===== config.mk =====
export PLATFORM = sky130hd
export DESIGN_NAME = adc_dc_removal_block_statistics_top
export DESIGN_NICKNAME = d
export VERILOG_FILES = /design/src/hw/rtl/adcdc_pkg.sv /design/src/hw/rtl/adcdc_front.sv /design/src/hw/rtl/adcdc_cmd_fifo.sv /design/src/hw/rtl/adcdc_res_fifo.sv /design/src/hw/rtl/adcdc_back.sv /design/src/hw/rtl/adc_dc_removal_block_statistics_top.sv
export SDC_FILE = /design/constraint.sdc
export NUM_CORES = 2
export LEC_CHECK = 0
export ABC_CLOCK_PERIOD_IN_PS = 10200
export BUFFER_PORTS_ARGS = -buffer_cell sky130_fd_sc_hd__buf_4
export CAP_MARGIN = 20
export CORE_MARGIN = 5
export CORE_UTILIZATION = 63
export CTS_CLUSTER_DIAMETER = 100
export DETAILED_ROUTE_END_ITERATION = 10
export GPL_TIMING_DRIVEN = 1
export MAX_ROUTING_LAYER = met4
export PLACE_DENSITY = 0.8
export SYNTH_ARGS = -nofsm -noshare
export SYNTH_HDL_FRONTEND = slang
export SYNTH_HIERARCHICAL = 1
export SYNTH_SLANG_ARGS = --single-unit

===== constraint.sdc =====
create_clock -name clk_i -period 10.2 [get_ports clk_i]
set_input_delay 0.51 -clock clk_i [delete_from_list [all_inputs] [get_ports clk_i]]
set_output_delay 0.51 -clock clk_i [all_outputs]
set_load 0.01 [all_outputs]

===== src/hw/rtl/adcdc_pkg.sv =====
// ----------------------------------------------------------------------------
// adcdc_pkg
// Shared constants and word types of the ADC DC removal and block statistics
// block.
// ----------------------------------------------------------------------------
package adcdc_pkg;

  localparam int CodeW = 12;
  localparam logic [CodeW-1:0] CodeMax = 12'd4095;
  localparam logic [CodeW-1:0] DcReset = 12'd2048;

  localparam int VrefW = 13;
  localparam logic [VrefW-1:0] VrefReset = 13'd3070;

  localparam int BlockLog = 8;
  localparam int BlockLen = 1 << BlockLog;
  localparam logic [BlockLog-1:0] LastIdx = BlockLog'(BlockLen - 1);
  localparam int SumW = CodeW + BlockLog;

  localparam int CentW = CodeW + 1;
  localparam int CenteredW = 25;
  localparam int ProdW = CodeW + VrefW;
  localparam int BiasDiv = 4095;

  localparam int CmdDepth = 4;
  localparam int CmdPtrW = 2;
  localparam int ResDepth = 8;
  localparam int ResPtrW = 3;

  typedef struct packed {
    logic [CodeW-1:0] raw;
    logic             last;
  } cmd_t;

  typedef struct packed {
    logic signed [CenteredW-1:0] centered_sample;
    logic                        block_last;
    logic [CodeW-1:0]            block_average;
    logic [CodeW-1:0]            block_minimum;
    logic [CodeW-1:0]            block_maximum;
    logic [CodeW-1:0]            block_peak;
    logic [CodeW-1:0]            block_abs_average;
    logic [CodeW-1:0]            smoothed_level;
    logic [VrefW-1:0]            bias_millivolts;
  } res_t;

endpackage


===== src/hw/rtl/adcdc_front.sv =====
// ----------------------------------------------------------------------------
// adcdc_front
// Accepts raw samples, clamps them to the 12-bit code range and tags the last
// sample of each block.
// ----------------------------------------------------------------------------
module adcdc_front (
  input  logic                 clk_i,
  input  logic                 rst_ni,
  input  logic                 push_i,
  input  logic                 full_i,
  input  logic [15:0]          raw_sample_i,
  output logic                 cmd_we_o,
  output adcdc_pkg::cmd_t      cmd_o
);

  logic [adcdc_pkg::BlockLog-1:0] idx_q, idx_d;
  logic                           accept;
  logic                           last;

  assign accept = push_i & ~full_i;
  assign last   = (idx_q == adcdc_pkg::LastIdx);

  always_comb begin
    idx_d = idx_q;
    if (accept) begin
      idx_d = last ? '0 : idx_q + 1'b1;
    end
  end

  always_ff @(posedge clk_i or negedge rst_ni) begin
    if (!rst_ni) begin
      idx_q <= '0;
    end else begin
      idx_q <= idx_d;
    end
  end

  assign cmd_we_o   = accept;
  assign cmd_o.raw  = (|raw_sample_i[15:adcdc_pkg::CodeW]) ? adcdc_pkg::CodeMax
                                                           : raw_sample_i[adcdc_pkg::CodeW-1:0];
  assign cmd_o.last = last;

endmodule


===== src/hw/rtl/adcdc_cmd_fifo.sv =====
// ----------------------------------------------------------------------------
// adcdc_cmd_fifo
// Short queue of classified samples between the front and the back.
// ----------------------------------------------------------------------------
module adcdc_cmd_fifo (
  input  logic            clk_i,
  input  logic            rst_ni,
  input  logic            we_i,
  input  adcdc_pkg::cmd_t wdata_i,
  output logic            full_o,
  input  logic            re_i,
  output adcdc_pkg::cmd_t rdata_o,
  output logic            empty_o
);

  adcdc_pkg::cmd_t                mem_q [adcdc_pkg::CmdDepth];
  logic [adcdc_pkg::CmdPtrW:0]    wr_q, rd_q;

  assign empty_o = (wr_q == rd_q);
  assign full_o  = (wr_q[adcdc_pkg::CmdPtrW] != rd_q[adcdc_pkg::CmdPtrW]) &&
                   (wr_q[adcdc_pkg::CmdPtrW-1:0] == rd_q[adcdc_pkg::CmdPtrW-1:0]);
  assign rdata_o = mem_q[rd_q[adcdc_pkg::CmdPtrW-1:0]];

  always_ff @(posedge clk_i) begin
    if (we_i) begin
      mem_q[wr_q[adcdc_pkg::CmdPtrW-1:0]] <= wdata_i;
    end
  end

  always_ff @(posedge clk_i or negedge rst_ni) begin
    if (!rst_ni) begin
      wr_q <= '0;
      rd_q <= '0;
    end else begin
      if (we_i) begin
        wr_q <= wr_q + 1'b1;
      end
      if (re_i) begin
        rd_q <= rd_q + 1'b1;
      end
    end
  end

endmodule


===== src/hw/rtl/adcdc_res_fifo.sv =====
// ----------------------------------------------------------------------------
// adcdc_res_fifo
// Result queue; the back reserves an entry before it issues a sample.
// ----------------------------------------------------------------------------
module adcdc_res_fifo (
  input  logic            clk_i,
  input  logic            rst_ni,
  input  logic            we_i,
  input  adcdc_pkg::res_t wdata_i,
  input  logic            re_i,
  output adcdc_pkg::res_t rdata_o,
  output logic            empty_o
);

  adcdc_pkg::res_t                mem_q [adcdc_pkg::ResDepth];
  logic [adcdc_pkg::ResPtrW:0]    wr_q, rd_q;

  assign empty_o = (wr_q == rd_q);
  assign rdata_o = mem_q[rd_q[adcdc_pkg::ResPtrW-1:0]];

  always_ff @(posedge clk_i) begin
    if (we_i) begin
      mem_q[wr_q[adcdc_pkg::ResPtrW-1:0]] <= wdata_i;
    end
  end

  always_ff @(posedge clk_i or negedge rst_ni) begin
    if (!rst_ni) begin
      wr_q <= '0;
      rd_q <= '0;
    end else begin
      if (we_i) begin
        wr_q <= wr_q + 1'b1;
      end
      if (re_i) begin
        rd_q <= rd_q + 1'b1;
      end
    end
  end

endmodule


===== src/hw/rtl/adcdc_back.sv =====
// ----------------------------------------------------------------------------
// adcdc_back
// DC tracker, block statistics pipeline and bias conversion.
// ----------------------------------------------------------------------------
module adcdc_back (
  input  logic                          clk_i,
  input  logic                          rst_ni,
  input  logic                          cfg_we_i,
  input  logic [adcdc_pkg::VrefW-1:0]   cfg_wdata_i,
  input  logic                          cmd_empty_i,
  input  adcdc_pkg::cmd_t               cmd_i,
  output logic                          cmd_re_o,
  input  logic                          res_pop_i,
  output logic                          res_we_o,
  output adcdc_pkg::res_t               res_o
);

  localparam int W = adcdc_pkg::CodeW;
  localparam int CW = adcdc_pkg::CentW;
  localparam int SW = adcdc_pkg::SumW;
  localparam int PW = adcdc_pkg::ProdW;
  localparam int VW = adcdc_pkg::VrefW;
  localparam int RW = adcdc_pkg::ResPtrW + 1;

  logic [VW-1:0] vref_q;
  logic [RW-1:0] res_q, res_d;
  logic          issue;

  always_ff @(posedge clk_i or negedge rst_ni) begin
    if (!rst_ni) begin
      vref_q <= adcdc_pkg::VrefReset;
    end else if (cfg_we_i) begin
      vref_q <= cfg_wdata_i;
    end
  end

  assign issue    = ~cmd_empty_i & (res_q != RW'(adcdc_pkg::ResDepth));
  assign cmd_re_o = issue;
  assign res_d    = res_q + RW'(issue) - RW'(res_pop_i);

  always_ff @(posedge clk_i or negedge rst_ni) begin
    if (!rst_ni) begin
      res_q <= '0;
    end else begin
      res_q <= res_d;
    end
  end

  // Stage 1: DC tracker.
  logic [W-1:0]         dc_q, dc_d;
  logic signed [CW-1:0] diff, diff_adj, step, cent;
  logic                 v1_q;
  logic [W-1:0]         s1_raw_q;
  logic signed [CW-1:0] s1_cent_q;
  logic                 s1_last_q;

  always_comb begin
    diff     = signed'({1'b0, cmd_i.raw}) - signed'({1'b0, dc_q});
    diff_adj = diff + (diff[CW-1] ? CW'(127) : CW'(0));
    step     = diff_adj >>> 7;
    dc_d     = dc_q + step[W-1:0];
    cent     = signed'({1'b0, cmd_i.raw}) - signed'({1'b0, dc_d});
  end

  always_ff @(posedge clk_i or negedge rst_ni) begin
    if (!rst_ni) begin
      dc_q <= adcdc_pkg::DcReset;
      v1_q <= 1'b0;
    end else begin
      v1_q <= issue;
      if (issue) begin
        dc_q <= dc_d;
      end
    end
  end

  always_ff @(posedge clk_i) begin
    if (issue) begin
      s1_raw_q  <= cmd_i.raw;
      s1_cent_q <= cent;
      s1_last_q <= cmd_i.last;
    end
  end

  // Stage 2: block accumulators.
  logic [CW-1:0]        neg_cent;
  logic [W-1:0]         mag;
  logic [SW-1:0]        rsum_q, msum_q, rsum_n, msum_n;
  logic [W-1:0]         min_q, max_q, peak_q, min_n, max_n, peak_n;
  logic                 v2_q;
  logic signed [CW-1:0] s2_cent_q;
  logic                 s2_last_q;
  logic [SW-1:0]        s2_rsum_q, s2_msum_q;
  logic [W-1:0]         s2_min_q, s2_max_q, s2_peak_q;

  always_comb begin
    neg_cent = -s1_cent_q;
    mag      = s1_cent_q[CW-1] ? neg_cent[W-1:0] : s1_cent_q[W-1:0];
    rsum_n   = rsum_q + SW'(s1_raw_q);
    msum_n   = msum_q + SW'(mag);
    min_n    = (s1_raw_q < min_q) ? s1_raw_q : min_q;
    max_n    = (s1_raw_q > max_q) ? s1_raw_q : max_q;
    peak_n   = (mag > peak_q) ? mag : peak_q;
  end

  always_ff @(posedge clk_i or negedge rst_ni) begin
    if (!rst_ni) begin
      v2_q   <= 1'b0;
      rsum_q <= '0;
      msum_q <= '0;
      min_q  <= adcdc_pkg::CodeMax;
      max_q  <= '0;
      peak_q <= '0;
    end else begin
      v2_q <= v1_q;
      if (v1_q) begin
        if (s1_last_q) begin
          rsum_q <= '0;
          msum_q <= '0;
          min_q  <= adcdc_pkg::CodeMax;
          max_q  <= '0;
          peak_q <= '0;
        end else begin
          rsum_q <= rsum_n;
          msum_q <= msum_n;
          min_q  <= min_n;
          max_q  <= max_n;
          peak_q <= peak_n;
        end
      end
    end
  end

  always_ff @(posedge clk_i) begin
    if (v1_q) begin
      s2_cent_q <= s1_cent_q;
      s2_last_q <= s1_last_q;
      s2_rsum_q <= rsum_n;
      s2_msum_q <= msum_n;
      s2_min_q  <= min_n;
      s2_max_q  <= max_n;
      s2_peak_q <= peak_n;
    end
  end

  // Stage 3: averages, smoothing and the bias product.
  logic [W-1:0]         avg, absavg, ls_q, ls_d;
  logic [W+3:0]         sm_sum;
  logic                 v3_q;
  logic signed [CW-1:0] s3_cent_q;
  logic                 s3_last_q;
  logic [W-1:0]         s3_avg_q, s3_absavg_q, s3_min_q, s3_max_q, s3_peak_q, s3_ls_q;
  logic [PW-1:0]        s3_prod_q;

  always_comb begin
    avg    = s2_rsum_q[SW-1:adcdc_pkg::BlockLog];
    absavg = s2_msum_q[SW-1:adcdc_pkg::BlockLog];
    sm_sum = {1'b0, ls_q, 3'b000} - {4'b0000, ls_q} + {4'b0000, absavg};
    ls_d   = ls_q;
    if (v2_q && s2_last_q) begin
      ls_d = sm_sum[W+2:3];
    end
  end

  always_ff @(posedge clk_i or negedge rst_ni) begin
    if (!rst_ni) begin
      v3_q <= 1'b0;
      ls_q <= '0;
    end else begin
      v3_q <= v2_q;
      ls_q <= ls_d;
    end
  end

  always_ff @(posedge clk_i) begin
    if (v2_q) begin
      s3_cent_q   <= s2_cent_q;
      s3_last_q   <= s2_last_q;
      s3_avg_q    <= avg;
      s3_absavg_q <= absavg;
      s3_min_q    <= s2_min_q;
      s3_max_q    <= s2_max_q;
      s3_peak_q   <= s2_peak_q;
      s3_ls_q     <= ls_d;
      s3_prod_q   <= PW'(avg) * PW'(vref_q);
    end
  end

  // Division of the product by 4095: quotient estimate from the upper bits,
  // then at most three corrections.
  logic [VW-1:0] q0, bias;
  logic [VW:0]   rem;
  logic [1:0]    corr;

  always_comb begin
    q0  = s3_prod_q[PW-1:W];
    rem = {2'b00, s3_prod_q[W-1:0]} + {1'b0, q0};
    priority if (rem >= (VW+1)'(3 * adcdc_pkg::BiasDiv)) begin
      corr = 2'd3;
    end else if (rem >= (VW+1)'(2 * adcdc_pkg::BiasDiv)) begin
      corr = 2'd2;
    end else if (rem >= (VW+1)'(adcdc_pkg::BiasDiv)) begin
      corr = 2'd1;
    end else begin
      corr = 2'd0;
    end
    bias = q0 + VW'(corr);
  end

  always_comb begin
    res_o                 = '0;
    res_o.centered_sample = {s3_cent_q, {W{1'b0}}};
    res_o.block_last      = s3_last_q;
    if (s3_last_q) begin
      res_o.block_average     = s3_avg_q;
      res_o.block_minimum     = s3_min_q;
      res_o.block_maximum     = s3_max_q;
      res_o.block_peak        = s3_peak_q;
      res_o.block_abs_average = s3_absavg_q;
      res_o.smoothed_level    = s3_ls_q;
      res_o.bias_millivolts   = bias;
    end
  end

  assign res_we_o = v3_q;

endmodule


===== src/hw/rtl/adc_dc_removal_block_statistics_top.sv =====
// ----------------------------------------------------------------------------
// adc_dc_removal_block_statistics_top
// ADC front end that removes DC and reports statistics over blocks of samples.
// ----------------------------------------------------------------------------
// The block takes one word per clock cycle on the input queue while it is not
// full and returns one word per accepted sample on the result queue, in order.
// The sustained rate is one word per cycle while the result queue has room,
// set by the DC tracker loop. Blocks are 256 samples long; the statistics fields
// are nonzero only on the word that carries block_last. A four-entry input queue
// and an eight-entry result queue let either side stall without stopping the
// other until a queue fills. The user must write the reference voltage only
// while no samples are in flight; the block itself does not enforce this.
module adc_dc_removal_block_statistics_top (
  input  logic                                       clk_i,
  input  logic                                       rst_ni,
  input  logic                                       cfg_we_i,
  input  logic [adcdc_pkg::VrefW-1:0]                cfg_wdata_i,
  input  logic                                       push,
  output logic                                       full,
  input  logic [15:0]                                raw_sample_i,
  output logic                                       empty,
  input  logic                                       pop,
  output logic signed [adcdc_pkg::CenteredW-1:0]     centered_sample_o,
  output logic                                       block_last_o,
  output logic [adcdc_pkg::CodeW-1:0]                block_average_o,
  output logic [adcdc_pkg::CodeW-1:0]                block_minimum_o,
  output logic [adcdc_pkg::CodeW-1:0]                block_maximum_o,
  output logic [adcdc_pkg::CodeW-1:0]                block_peak_o,
  output logic [adcdc_pkg::CodeW-1:0]                block_abs_average_o,
  output logic [adcdc_pkg::CodeW-1:0]                smoothed_level_o,
  output logic [adcdc_pkg::VrefW-1:0]                bias_millivolts_o
);

  logic            cmd_we, cmd_re, cmd_full, cmd_empty;
  adcdc_pkg::cmd_t cmd_wdata, cmd_rdata;
  logic            res_we, res_empty, res_pop;
  adcdc_pkg::res_t res_wdata, res_rdata;

  assign full    = cmd_full;
  assign empty   = res_empty;
  assign res_pop = pop & ~res_empty;

  adcdc_front u_front (
    .clk_i        (clk_i),
    .rst_ni       (rst_ni),
    .push_i       (push),
    .full_i       (cmd_full),
    .raw_sample_i (raw_sample_i),
    .cmd_we_o     (cmd_we),
    .cmd_o        (cmd_wdata)
  );

  adcdc_cmd_fifo u_cmd_fifo (
    .clk_i   (clk_i),
    .rst_ni  (rst_ni),
    .we_i    (cmd_we),
    .wdata_i (cmd_wdata),
    .full_o  (cmd_full),
    .re_i    (cmd_re),
    .rdata_o (cmd_rdata),
    .empty_o (cmd_empty)
  );

  adcdc_back u_back (
    .clk_i       (clk_i),
    .rst_ni      (rst_ni),
    .cfg_we_i    (cfg_we_i),
    .cfg_wdata_i (cfg_wdata_i),
    .cmd_empty_i (cmd_empty),
    .cmd_i       (cmd_rdata),
    .cmd_re_o    (cmd_re),
    .res_pop_i   (res_pop),
    .res_we_o    (res_we),
    .res_o       (res_wdata)
  );

  adcdc_res_fifo u_res_fifo (
    .clk_i   (clk_i),
    .rst_ni  (rst_ni),
    .we_i    (res_we),
    .wdata_i (res_wdata),
    .re_i    (res_pop),
    .rdata_o (res_rdata),
    .empty_o (res_empty)
  );

  assign centered_sample_o   = res_rdata.centered_sample;
  assign block_last_o        = res_rdata.block_last;
  assign block_average_o     = res_rdata.block_average;
  assign block_minimum_o     = res_rdata.block_minimum;
  assign block_maximum_o     = res_rdata.block_maximum;
  assign block_peak_o        = res_rdata.block_peak;
  assign block_abs_average_o = res_rdata.block_abs_average;
  assign smoothed_level_o    = res_rdata.smoothed_level;
  assign bias_millivolts_o   = res_rdata.bias_millivolts;

endmodule


# ---- Yosys cells after proc, flatten, opt, wreduce, memory -nomap -nowiden
# Memory sizes are Yosys's and may differ from the RTL's.
# Index checks and enable logic that the tools add are counted.
dict set report classes {
  addsub 18
  n_mul 1
  magnitude_cmp 6
  n_eq_ne 6
  n_mux 21
  bitwise 6
  reduce_logical 3
}
# op count
set op_table {}
lappend op_table {{$mux W12} 9}
lappend op_table {{$mux W85} 1}
lappend op_table {{$add A20 B12 Y20} 2}
lappend op_table {{$mux W20} 2}
lappend op_table {{$sub A12 B12 Y13} 2}
lappend op_table {{$mul A12 B13 Y25} 1}
lappend op_table {{$gt A12 B12 Y1} 2}
lappend op_table {{$add A15 B12 Y15} 1}
lappend op_table {{$sub A15 B12 Y15} 1}
lappend op_table {{$add A12 B13 Y14} 1}
lappend op_table {{$ge A14 B12 Y1 const B} 1}
lappend op_table {{$ge A14 B13 Y1 const B} 1}
lappend op_table {{$ge A14 B14 Y1 const B} 1}
lappend op_table {{$add A13 B13 Y13} 1}
lappend op_table {{$add A13 B2 Y13} 1}
lappend op_table {{$add A12 B12 Y12} 1}
lappend op_table {{$lt A12 B12 Y1} 1}
lappend op_table {{$neg A12 Y12} 1}
lappend op_table {{$add A4 B1 Y4 const B} 2}
lappend op_table {{$add A8 B1 Y8 const B} 1}
lappend op_table {{$eq A8 B8 Y1 const B} 1}
lappend op_table {{$mux W8} 1}
lappend op_table {{$mux W7} 1}
lappend op_table {{$add A3 B1 Y3 const B} 2}
lappend op_table {{13 further kinds} 23}
dict set report word_totals {
  reg_bits 369
  mem_bits_rw 844
  inputBits 34
  output_inout_bits 113
  memories 2
}
# memory words word_bits read_ports rd_ports_with_merged_regs wr line
set mem_list {}
lappend mem_list {u_res_fifo.mem_q 8 99 1 0 1 adcdc_res_fifo.sv:15} ;# adcdc_pkg::res_t mem_q [adcdc_pkg::ResDepth];
lappend mem_list {u_cmd_fifo.mem_q 4 13 1 0 1 adcdc_cmd_fifo.sv:16} ;# adcdc_pkg::cmd_t mem_q [adcdc_pkg::CmdDepth];

# ---- Logic depth before layout (Yosys ltp)
dict set report depth {
  depth_word 7
  mapped_depth 35
}

# ---- By module
# The synthesis kept the hierarchy.
# mod instances cells_per_inst area_each_um2 seq_area_each_um2
set by_module_without_submodules {}
lappend by_module_without_submodules {adcdc_res_fifo 1 1326 34047.7 26865.8}
lappend by_module_without_submodules {adcdc_back 1 2065 22504.1 9367.7}
lappend by_module_without_submodules {adcdc_cmd_fifo 1 99 2257.2 1711.6}
lappend by_module_without_submodules {adcdc_front 1 56 510.5 200.2}
lappend by_module_without_submodules {adc_dc_removal_block_statistics_top 1 1 13.8 0.0}

# ---- Worst setup path after synthesis
# Ideal clock, no wire load.
dict set report synth_path {
  kind {reg-to-reg}
  startpoint {register u_res_fifo/wr_q[1] (netlist name)}
  endpoint {memory u_res_fifo/mem_q[4][0] (netlist name) (enable)}
  arrival_time_ps 8141
  t_required_ps 9483
  slack_ps 1342
  stages_incl_launch_ff 3
  n_path_buf 1
  synth_period_minus_slack_ps 8858
  cell_sequence {dfrtp_1 -> clkbuf_1 -> nor3_1}
}
# element line
set synth_lines {}
lappend synth_lines {{start: declaration} adcdc_res_fifo.sv:16} ;# logic [adcdc_pkg::ResPtrW:0] wr_q, rd_q;
lappend synth_lines {{start signal: assignment} adcdc_res_fifo.sv:33} ;# wr_q <= wr_q + 1'b1;
lappend synth_lines {{end: declaration} adcdc_res_fifo.sv:15}
# Straight into the memory's write port.

==> flow_summary.ini <==
[status]
status = finished, final reports clean

[die]
dieArea_mm2 = 0.100
die_w_um = 317
start_util = 0.635
core_mm2 = 0.0935
dieHeight_um = 317
rows = 112
io_pins = 147

[logic_synthesis]
synth_edf_count = 1151
async_flop_share = 0.110
synth_cell_types = 91
synth_area_mm2 = 0.0593
synth.avg_cell_area_um2 = 16.7
yosysSeqAreaShare = 0.643
ys_ff_latch = 1293
synth_ff_type = edfxtp_1
yosys_warnings = 6
synthCells = 3547

[cells_and_area]
final_common_cell = edfxtp_1
final_cell_mix = 1151 x edfxtp_1, 265 x inv_1, 230 x mux4_2
fin_util = 0.706
drive_above_1_share = 0.219
layout.nets = 4111
diodes = 0
nFillCells = 5699
area_growth_pct = 11.3

[timing]
max_freq_mhz = 116
setup_viol = 0
slew_viol_final = 0
max_slew_margin = 0.256
finalSetupTns_ns = 0
period_share = 0.842
holdWs_ns = 0.117
rsz0062_at_grt = false
hold_violations = 0
fin_skew_ns = 0.0201
max_slew.worst_pin.slew_ns = 1.11
layout_min_cycle_time_ns = 8.59

[clock_tree]
h-tree-depth = 4
cts.repair.resized = 0
postCtsSetupRepairBufs = 0
hold_buffers = 14
clock_sinks = 1293
clockBufferDepth = 3
cts-root-buf = clkbuf_16
cts_tree = done
cts_buffers = 130
insertion_delay_ns = 0.74
path_clk_slew_ns = 0.06

[worst_setup_path]
start_kind = register
slowest_delay_ns = 0.75
worst-r2r-cell-count = 33
cp.required_ns = 10.78
crit_path_end_kind = register
critPathSlowestCell = dfrtp_1
crit_type = reg2reg
cp.arrival_ns = 9.17
critPathMaxFanout = 16

[min_path]
holdPathStages = 2
min_path_type = in2reg

[grt]
grt_pass1_wl_um = 191000
antenna_found_initial = 0
grt_max_degree = 157
grtUsageTotal = 0.258
grt_overflow = 0
grt_pass1_vias = 32600

[detailed_routing]
drt_first_pass_iters = 7
via_per_inst = 6.03
wire_per_inst_um = 23.9
wirelength_um = 122000
route.detailed.drc = 0
vias = 30800
ant_nets = 0
first_iter_violations = 2993

[placement]
portBuffers = 146
hpwl_um = 72600
place_congestion = 0.850

[job]
max_cap_violations = 0
-- cell type report --
type,count,area (µm²),area share
Clock inverter,72,773,0.0117
Timing Repair Buffer,206,1630,0.0248
Sequential cell,1293,38200,0.578
Clock buffer,166,3450,0.0523
Tap cell,1254,1570,0.0238
Inverter,267,1010,0.0153
Multi-Input combinational cell,1852,19400,0.294
-- routing by layer --
| layer | part of all wire | vias up | GRT usage |
|---|---|---|---|
| met4 | 0.026 | 0 | 0.0752 |
| met3 | 0.075 | 199 | 0.0512 |
| met5 | 0 | - | - |
| li1 | - | 13700 | - |
| met1 | 0.40 | 15700 | 0.346 |
| met2 | 0.50 | 1174 | 0.414 |
-- through the flow --
| stage | worst slack, ns | instance area (µm²) | cells |
|---|---|---|---|
| 6_report | 1.61 | 66000 | 5110 |
| 5_1_grt | 0.991 | 66000 | 5110 |
| 4_1_cts | 1.53 | 66000 | 5107 |
| 3_5_place_dp | 1.59 | 61600 | 4855 |
| 3_3_place_gp | 1.80 | 61600 | 4855 |
| 2_1_floorplan | 1.34 | 59400 | 3558 |
-- cell usage after synthesis (22+ instances only) --
cell type / number / area share
ha_1: 200 / 0.042
edfxtp_1: 1151 / 0.58
mux2_4: 64 / 0.016
o21ai_0: 102 / 0.0086
xor2_1: 47 / 0.0069
mux4_2: 230 / 0.087
nor3_1: 26 / 0.0022
buf_2: 29 / 0.0024
nor2_1: 61 / 0.0039
nand2_1: 210 / 0.013
dfrtp_1: 119 / 0.050
a21oi_1: 62 / 0.0052
mux2_2: 89 / 0.017
fa_1: 127 / 0.043
nand2b_1: 29 / 0.0031
dfstp_2: 23 / 0.010
clkbuf_1: 77 / 0.0049
and2_1: 166 / 0.018
nor2b_1: 22 / 0.0023
xnor2_1: 90 / 0.013
a21o_1: 42 / 0.0053
inv_1: 266 / 0.017
-- critical path, delay by kind of cell, from the launching register on --
family,cells,cell delay (ns)
AO/OA/AOI/OAI,16,3.64
XOR/XNOR,2,0.44
adder cells (fa/ha/maj),8,2.43
buffers and inverters,2,0.15
flip-flops,1,0.75
multiplexers,1,0.43
AND/OR/NAND/NOR,4,0.61
-- kinds of logic after synthesis --
kind of cell,Yosys count,share of synthesized area
flops,1293,0.643
simple gates,610,0.0531
buf+inv,413,0.0314
mux,390,0.123
compound gates,368,0.0426
fa+ha+maj,332,0.0859
xor+xnor,140,0.0210
other cells,1,0.0000632
-- flip-flops by register name (all words and copies together), names as in the netlist, 13 cells and up --
signal and count:
u_back/msum_q 20, u_cmd_fifo/mem_q 52, u_back/rsum_q 20, u_res_fifo/mem_q 888
u_back/s3_cent_q 13, u_back/s2_cent_q 13, u_back/s3_prod_q 25, u_back/vref_q 13
u_back/s1_cent_q 13
-- path summary, 6_finish.rpt --
check,start,to,slack [ns]
setup reg to reg,u_cmd_fifo/rd_q[1],u_back/s1_cent_q[12],1.61
min in group asynchronous,rst_ni,u_front/idx_q[0],0.37
setup / recovery,u_cmd_fifo/rd_q[1],u_back/s1_cent_q[12],1.61
hold / removal,raw_sample_i[6],u_cmd_fifo/mem_q[3][7],0.12
max in group asynchronous,rst_ni,u_back/v2_q,8.31
hold reg to reg,u_back/s2_cent_q[8],u_back/s3_cent_q[8],0.41
Power is left out: the tool's default activity adds up to more than one toggle a clock period on the data nets, which glitch-free logic cannot reach.
